**src/hdl/awbg_pkg.sv**
```systemverilog
// ----------------------------------------------------------------------------
// awbg_pkg
// Shared types and constants for the white-balance gain calculation unit.
// ----------------------------------------------------------------------------
package awbg_pkg;

  localparam int RATIO_W   = 16;
  localparam int DVD_W     = 25;            // 512 * 16-bit golden value
  localparam int DIV_STEPS = DVD_W;         // one quotient bit per stage
  localparam int CFG_AW    = 3;

  localparam logic [RATIO_W-1:0] UNITY_GAIN = 16'h0100;
  localparam logic [RATIO_W-1:0] RATIO_ONE  = 16'd512;
  // 256 * 512, numerator of the green gain
  localparam logic [DVD_W-1:0]   GREEN_NUM  = 25'h0020000;

  typedef enum logic [1:0] {
    STAT_OK         = 2'd0,
    STAT_ZERO_OPND  = 2'd1,
    STAT_ZERO_RATIO = 2'd2
  } status_t;

  typedef enum logic {
    REG_GOLDEN_RG = 1'b0,
    REG_GOLDEN_BG = 1'b1
  } reg_idx_t;

  typedef struct packed {
    logic [RATIO_W-1:0] measured_rg;
    logic [RATIO_W-1:0] measured_bg;
  } in_beat_t;

  typedef struct packed {
    logic [1:0]         status;
    logic [RATIO_W-1:0] red_gain;
    logic [RATIO_W-1:0] green_gain;
    logic [RATIO_W-1:0] blue_gain;
  } out_beat_t;

endpackage

```
**src/hdl/awbg_div.sv**
```systemverilog
// ----------------------------------------------------------------------------
// awbg_div
// Pipelined restoring divider, one quotient bit per stage; keeps the low
// 16 quotient bits. Advances only when en is high.
// ----------------------------------------------------------------------------
module awbg_div (
  input  logic                       clk,
  input  logic                       en,
  input  logic [awbg_pkg::DVD_W-1:0]   dividend,
  input  logic [awbg_pkg::RATIO_W-1:0] divisor,
  output logic [awbg_pkg::RATIO_W-1:0] quotient
);
  import awbg_pkg::*;

  logic [RATIO_W-1:0] rem_r [DIV_STEPS];
  logic [DVD_W-1:0]   dvd_r [DIV_STEPS];
  logic [RATIO_W-1:0] den_r [DIV_STEPS];
  logic [RATIO_W-1:0] quo_r [DIV_STEPS];

  logic [RATIO_W-1:0] rem_nxt [DIV_STEPS];
  logic [DVD_W-1:0]   dvd_nxt [DIV_STEPS];
  logic [RATIO_W-1:0] quo_nxt [DIV_STEPS];

  logic [RATIO_W-1:0] rem_in [DIV_STEPS];
  logic [DVD_W-1:0]   dvd_in [DIV_STEPS];
  logic [RATIO_W-1:0] den_in [DIV_STEPS];
  logic [RATIO_W-1:0] quo_in [DIV_STEPS];

  always_comb begin
    rem_in[0] = '0;
    dvd_in[0] = dividend;
    den_in[0] = divisor;
    quo_in[0] = '0;
    for (int k = 1; k < DIV_STEPS; k++) begin
      rem_in[k] = rem_r[k-1];
      dvd_in[k] = dvd_r[k-1];
      den_in[k] = den_r[k-1];
      quo_in[k] = quo_r[k-1];
    end
  end

  always_comb begin
    logic [RATIO_W:0] trial;
    logic             qbit;
    trial = '0;
    qbit  = 1'b0;
    for (int k = 0; k < DIV_STEPS; k++) begin
      trial = {rem_in[k], dvd_in[k][DVD_W-1]};
      qbit  = (trial >= {1'b0, den_in[k]});
      if (qbit) begin
        rem_nxt[k] = RATIO_W'(trial - {1'b0, den_in[k]});
      end else begin
        rem_nxt[k] = trial[RATIO_W-1:0];
      end
      dvd_nxt[k] = {dvd_in[k][DVD_W-2:0], 1'b0};
      quo_nxt[k] = {quo_in[k][RATIO_W-2:0], qbit};
    end
  end

  always_ff @(posedge clk) begin
    if (en) begin
      for (int k = 0; k < DIV_STEPS; k++) begin
        rem_r[k] <= rem_nxt[k];
        dvd_r[k] <= dvd_nxt[k];
        den_r[k] <= den_in[k];
        quo_r[k] <= quo_nxt[k];
      end
    end
  end

  assign quotient = quo_r[DIV_STEPS-1];

endmodule

```
**config.mk**
```make
export PLATFORM = sky130hd
export DESIGN_NAME = awbg_div
export DESIGN_NICKNAME = d
export VERILOG_FILES = /design/src/hdl/awbg_pkg.sv /design/src/hdl/awbg_div.sv
export SDC_FILE = /design/constraint.sdc
export NUM_CORES = 2
export LEC_CHECK = 0
export BUFFER_PORTS_ARGS = -buffer_cell sky130_fd_sc_hd__buf_2
export CAP_MARGIN = 20
export CORE_MARGIN = 1
export CORE_UTILIZATION = 27
export DETAILED_ROUTE_END_ITERATION = 8
export GPL_TIMING_DRIVEN = 0
export PLACE_DENSITY = 0.52
export SYNTH_ARGS = -nofsm -noshare
export SYNTH_HDL_FRONTEND = slang
export SYNTH_SLANG_ARGS = --single-unit
```
**constraint.sdc**
```tcl
create_clock -name clk -period 3.9 [get_ports clk]
set_clock_uncertainty 0.2 [all_clocks]
set_input_delay 0.39 -clock clk [delete_from_list [all_inputs] [get_ports clk]]
set_output_delay 0.39 -clock clk [all_outputs]
set_load 0.05 [all_outputs]
```
After elaboration in Yosys (flattened, before gate mapping)
Memory sizes are Yosys's and may differ from the RTL's.
Index checks and enable logic that the tools add are counted.
- ROM bits: 0
- output and inout port bits: 16
- memories: 4
- flip-flop bits (word level): 0
- RAM bits: 1800
- latch bits: 0
- input bits: 43
- word-level logic and storage cells: 81
- memory list (name ; depth ; bits a word ; read ports ; clocked after Yosys merged registers in ; wr ports ; RTL line ; RTL):
    dvd_r ; 25 ; 24 ; 24 ; 0 ; 25 ; awbg_div.sv:16 ; logic [DVD_W-1:0] dvd_r [DIV_STEPS];
    den_r ; 25 ; 16 ; 24 ; 0 ; 25 ; awbg_div.sv:17 ; logic [RATIO_W-1:0] den_r [DIV_STEPS];
    quo_r ; 25 ; 16 ; 25 ; 0 ; 25 ; awbg_div.sv:18 ; logic [RATIO_W-1:0] quo_r [DIV_STEPS];
    rem_r ; 25 ; 16 ; 24 ; 0 ; 25 ; awbg_div.sv:15 ; logic [RATIO_W-1:0] rem_r [DIV_STEPS];
- equality and inequality tests: 0
- divide/modulo/power cells: 0
- muxes and demuxes: 27
- multipliers: 0
- shift-type cells: 0
- bitwise gates (word level): 0
- $add $sub $neg: 25
- order comparisons: 25
- reduce and logical (&&, ||, !) cells: 0
- operators by type and width (cell ; number):
    $ge 17x16->1 ; 24
    $mux 16 ; 25
    $sub 16x16->16 ; 24
    $ge 1x16->1 ; 1
    $sub 1x16->16 ; 1
    $mux 1 ; 2

Depth between registers and ports, before layout
An unclocked memory read counts as a cell.
- depth in word-level cells: 3
- gate-level depth with buffers: 12
- mapped depth without buffers: 12

Least setup slack after synthesis
No wires, ideal clock.
- path type: flip-flop to flip-flop
- start: memory den_r[11][1], in the netlist den_r[1][49]
- end: memory rem_r[12][8], in the netlist rem_r[1][72] (data pin)
- data required time: 3.440 ns
- path buffers: 1
- period minus slack after synthesis: 3.358 ns
- setup time: 0.260 ns
- setup slack: 0.542 ns
- stages on the path, launching flop included: 12
- data arrival time: 2.897 ns
- cells stage by stage: edfxtp_1 > inv_1 > ha_1 > nor2b_4 > o31a_1 > o31a_1 > or4_4 > a31o_1 > a211oi_2 > o31ai_2 > buf_6 > mux2_4
- RTL lines (what ; RTL line):
    start, declared ; awbg_div.sv:17
    end, declared ; awbg_div.sv:15

==> impl_results.md <==
- EDFF count, synth: 1204
- Antenna Violating Nets Remaining: 0
- Fin. Hold Viols: 0
- Top Ports: 59
- Filler-free cell count of the finished design: 7592
- Crit path top cell by count: o31a_1
- Pin count of the biggest net entering global routing: 179
- DP Area: 62600 um^2
- Max Fclk: 269 MHz
- Power Density: 791 nW/um^2
- Final Instance Area: 68000 um^2
- Vias: 33.9k
- Worst-margin pin slew: 1100 ps
- Synth Area per Inst: 13.4 um^2
- Critical Path Start Type: register
- CP cell instances: inv_1 > ha_1 > nor2b_4 > o31a_1 > o31a_1 > or4_4 > a31o_1 > a211oi_2 > o31ai_2 > buf_6 > mux2_4
- DRT Wirelength: 115 mm
- Hold Path Class: primary input to register
- CTS Root Cell: clkbuf_16
- Area leader, netlist: edfxtp_1
- Share of layout cells above drive strength 1: 0.129
- Tcrit/Tclk final: 0.954
- Area contributors post-synth: edfxtp_1 62%, ha_1 8.3%, mux2_2 4.5%, inv_1 3.0%, xnor2_1 2.6%
- Pre-CTS WS: -458 ps
- RePlAce Congestion: 0.838
- Die Span X: 468 um
- Critical Path End Type: register
- Final Util: 0.316
- Final setup vio count: 0
- Drt wl/cell: 15.1 um
- Required @ worst endpoint: 4220 ps
- IO Port Bufs: 58
- Latest clock arrival within the worst-skew pair: 780 ps
- Layout area overhead: 16.1%
- Post-synthesis register bit count: 1204
- Pre-Repair DR Iteration Count: 5
- Unique cell type count in the Yosys netlist: 80
- Number of cells on the critical path: 11
- Tot GR Track Use: 0.104
- Worst hold path depth: 2
- Worst R2R Path Depth: 11
- Max clock buf depth: 3
- Final Worst Setup Slack: 179 ps
- Synth async-reset ratio: 0
- Post-Place Cells: 7278
- Clock Sinks: 1204
- # Max-Cap Violations: 0
- CP arrival: 4040 ps
- Area of the die: 219000 um^2
- Top cell type's share of synthesized area: 0.618
- Clock transition at the registers of the reported paths: 60 ps
- Worst-path maximum fanout: 10
- Ys flop type: edfxtp_1
- Vias per inst: 4.47
- Crit path max-delay cell type: or4_4
- Crit-path leading delay family: compound AO/OA/AOI/OAI gates
- Netlist Area Pre-Place: 58500 um^2
- NumNets Final: 5091
- Worst path buffer plus inverter count: 2
- Outcome: complete, no violations
- DRT iter0 DRCs: 2226
- Final setup TNS: 0 ps
- DP HPWL: 79.5 mm
- Std-Cell Rows: 170
- RSZ-0062 raised after global routing: false
- Leak Pwr: 26.0 nW
- Pins over their slew limit: 0
- Relative slew slack: 0.264
- Syn_nets: 4827
- Cell count after synthesis: 4375
- Global-route wire length before repair: 181 mm
- Total power: 53.7 mW
- Initial antenna violation count: 3
- Starting density of the core: 0.272
- Seq/Total Area, Yosys: 0.618
- Die H: 468 um
- Core ar.: 215000 um^2
- Synth warn: 0
- GR Overflow Total: 0
- CTS HTree Levels: 4
- Drt drc: 0
- WS Path Type: register to register
- CP max stage delay: 500 ps
- Max VDD drop: 0.000436 V
- Hold slack final: 108 ps
- Vias in the first global route: 33.5k
- CTS tree: built
- CTS Buf Count: 147
- Post-route minimum period: 3720 ps
[final cells by class]
class / instances / area [um^2]
antenna: 1 / 2.50
buffer: 43 / 215
clock buffer: 185 / 3910
clock inverter: 78 / 812
fill: 21295 / 147000
inverter: 467 / 1750
multi-input combinational: 2659 / 20500
sequential: 1204 / 36200
tap: 2838 / 3550
timing repair buffer: 117 / 1040
[cell families after synthesis]
family | Yosys count | synth area share
simple gates | 850 | 0.0712
compound gates | 863 | 0.0945
mux | 279 | 0.0540
flops | 1204 | 0.618
fa+ha+maj | 409 | 0.0904
xor+xnor | 258 | 0.0386
buf+inv | 512 | 0.0335
[registers in the layout, summed over array words and instances (netlist names)]
name,cells
dvd_r,300
den_r,384
rem_r,384
quo_r,136
[power by group]
part,internal [mW],switching (mW)
logic,9.74,10.8
registers,18.3,1.48
clock network,7.87,5.53
total,35.9,17.8
[worst paths after layout]
kind | start | endpoint | slack [ps]
worst max register to register | den_r[2][1]$_DFFE_PP_ | rem_r[2][29]$_DFFE_PP_ | 180
worst min-delay path | dividend[22] | dvd_r[0][22]$_DFFE_PP_ | 110
worst min register to register | dvd_r[0][25]$_DFFE_PP_ | dvd_r[0][50]$_DFFE_PP_ | 200
worst max-delay path | den_r[2][1]$_DFFE_PP_ | rem_r[2][29]$_DFFE_PP_ | 180
[placed cells by master, fill, tap and decap left out, drive strengths merged, types with 54 or more instances in the layout]
master	netlist	routed
a21o	79	79
a21oi	255	255
buf	16	89
clkbuf	29	214
clkinv	0	57
edfxtp	1204	1204
ha	386	386
inv	467	474
mux2	250	250
nand2	169	169
nand3	56	56
nand4	54	54
nor2	249	249
nor2b	59	59
nor3	101	101
o21a	56	56
o21ai	206	206
xnor2	172	172
xor2	86	86
[synthesized netlist by cell type, types with 7 or more instances]
cell type  instances
o21ai_0          202
xnor2_1          172
o31a_1            36
nor4_1            23
ha_1             386
buf_2              9
a21oi_1          253
o41ai_1           13
xor2_1            86
o211ai_1          15
nand4_1           54
nand2b_1          46
a31oi_1           24
fa_1              23
and3_1            17
clkbuf_1          29
nand3_1           56
a21o_1            79
and4_1             7
nand2_1          169
or3_1             19
mux2i_1           29
o21a_1            56
edfxtp_1        1204
mux2_2           236
a211o_1           12
a21boi_0          12
inv_1            467
o311ai_0           7
or2_2             14
nor2_1           249
o31ai_1           29
nor2b_1           57
a31o_2            11
mux2_4            14
a211oi_1          38
o21bai_1          24
nor3_1           101
and2_1            12
[routing by layer]
layer  vias up  track usage  share of wire
li1      16869            -              -
met1     16296        0.134           0.46
met2       573        0.170           0.47
met3       210       0.0208          0.043
met4         0       0.0398          0.030
met5         -            0              0
[timing repair]
action | 4_1_cts | 5_1_grt
hold buffers | 43 | 0
pin swaps | 1 | 4
hold endpoints to repair | 169 | 0
buffers inserted | 0 | 8
gates cloned | 0 | 1
setup endpoints to repair | 53 | 153
gates resized for setup | 8 | 31
(Power assumes the default switching activity.)
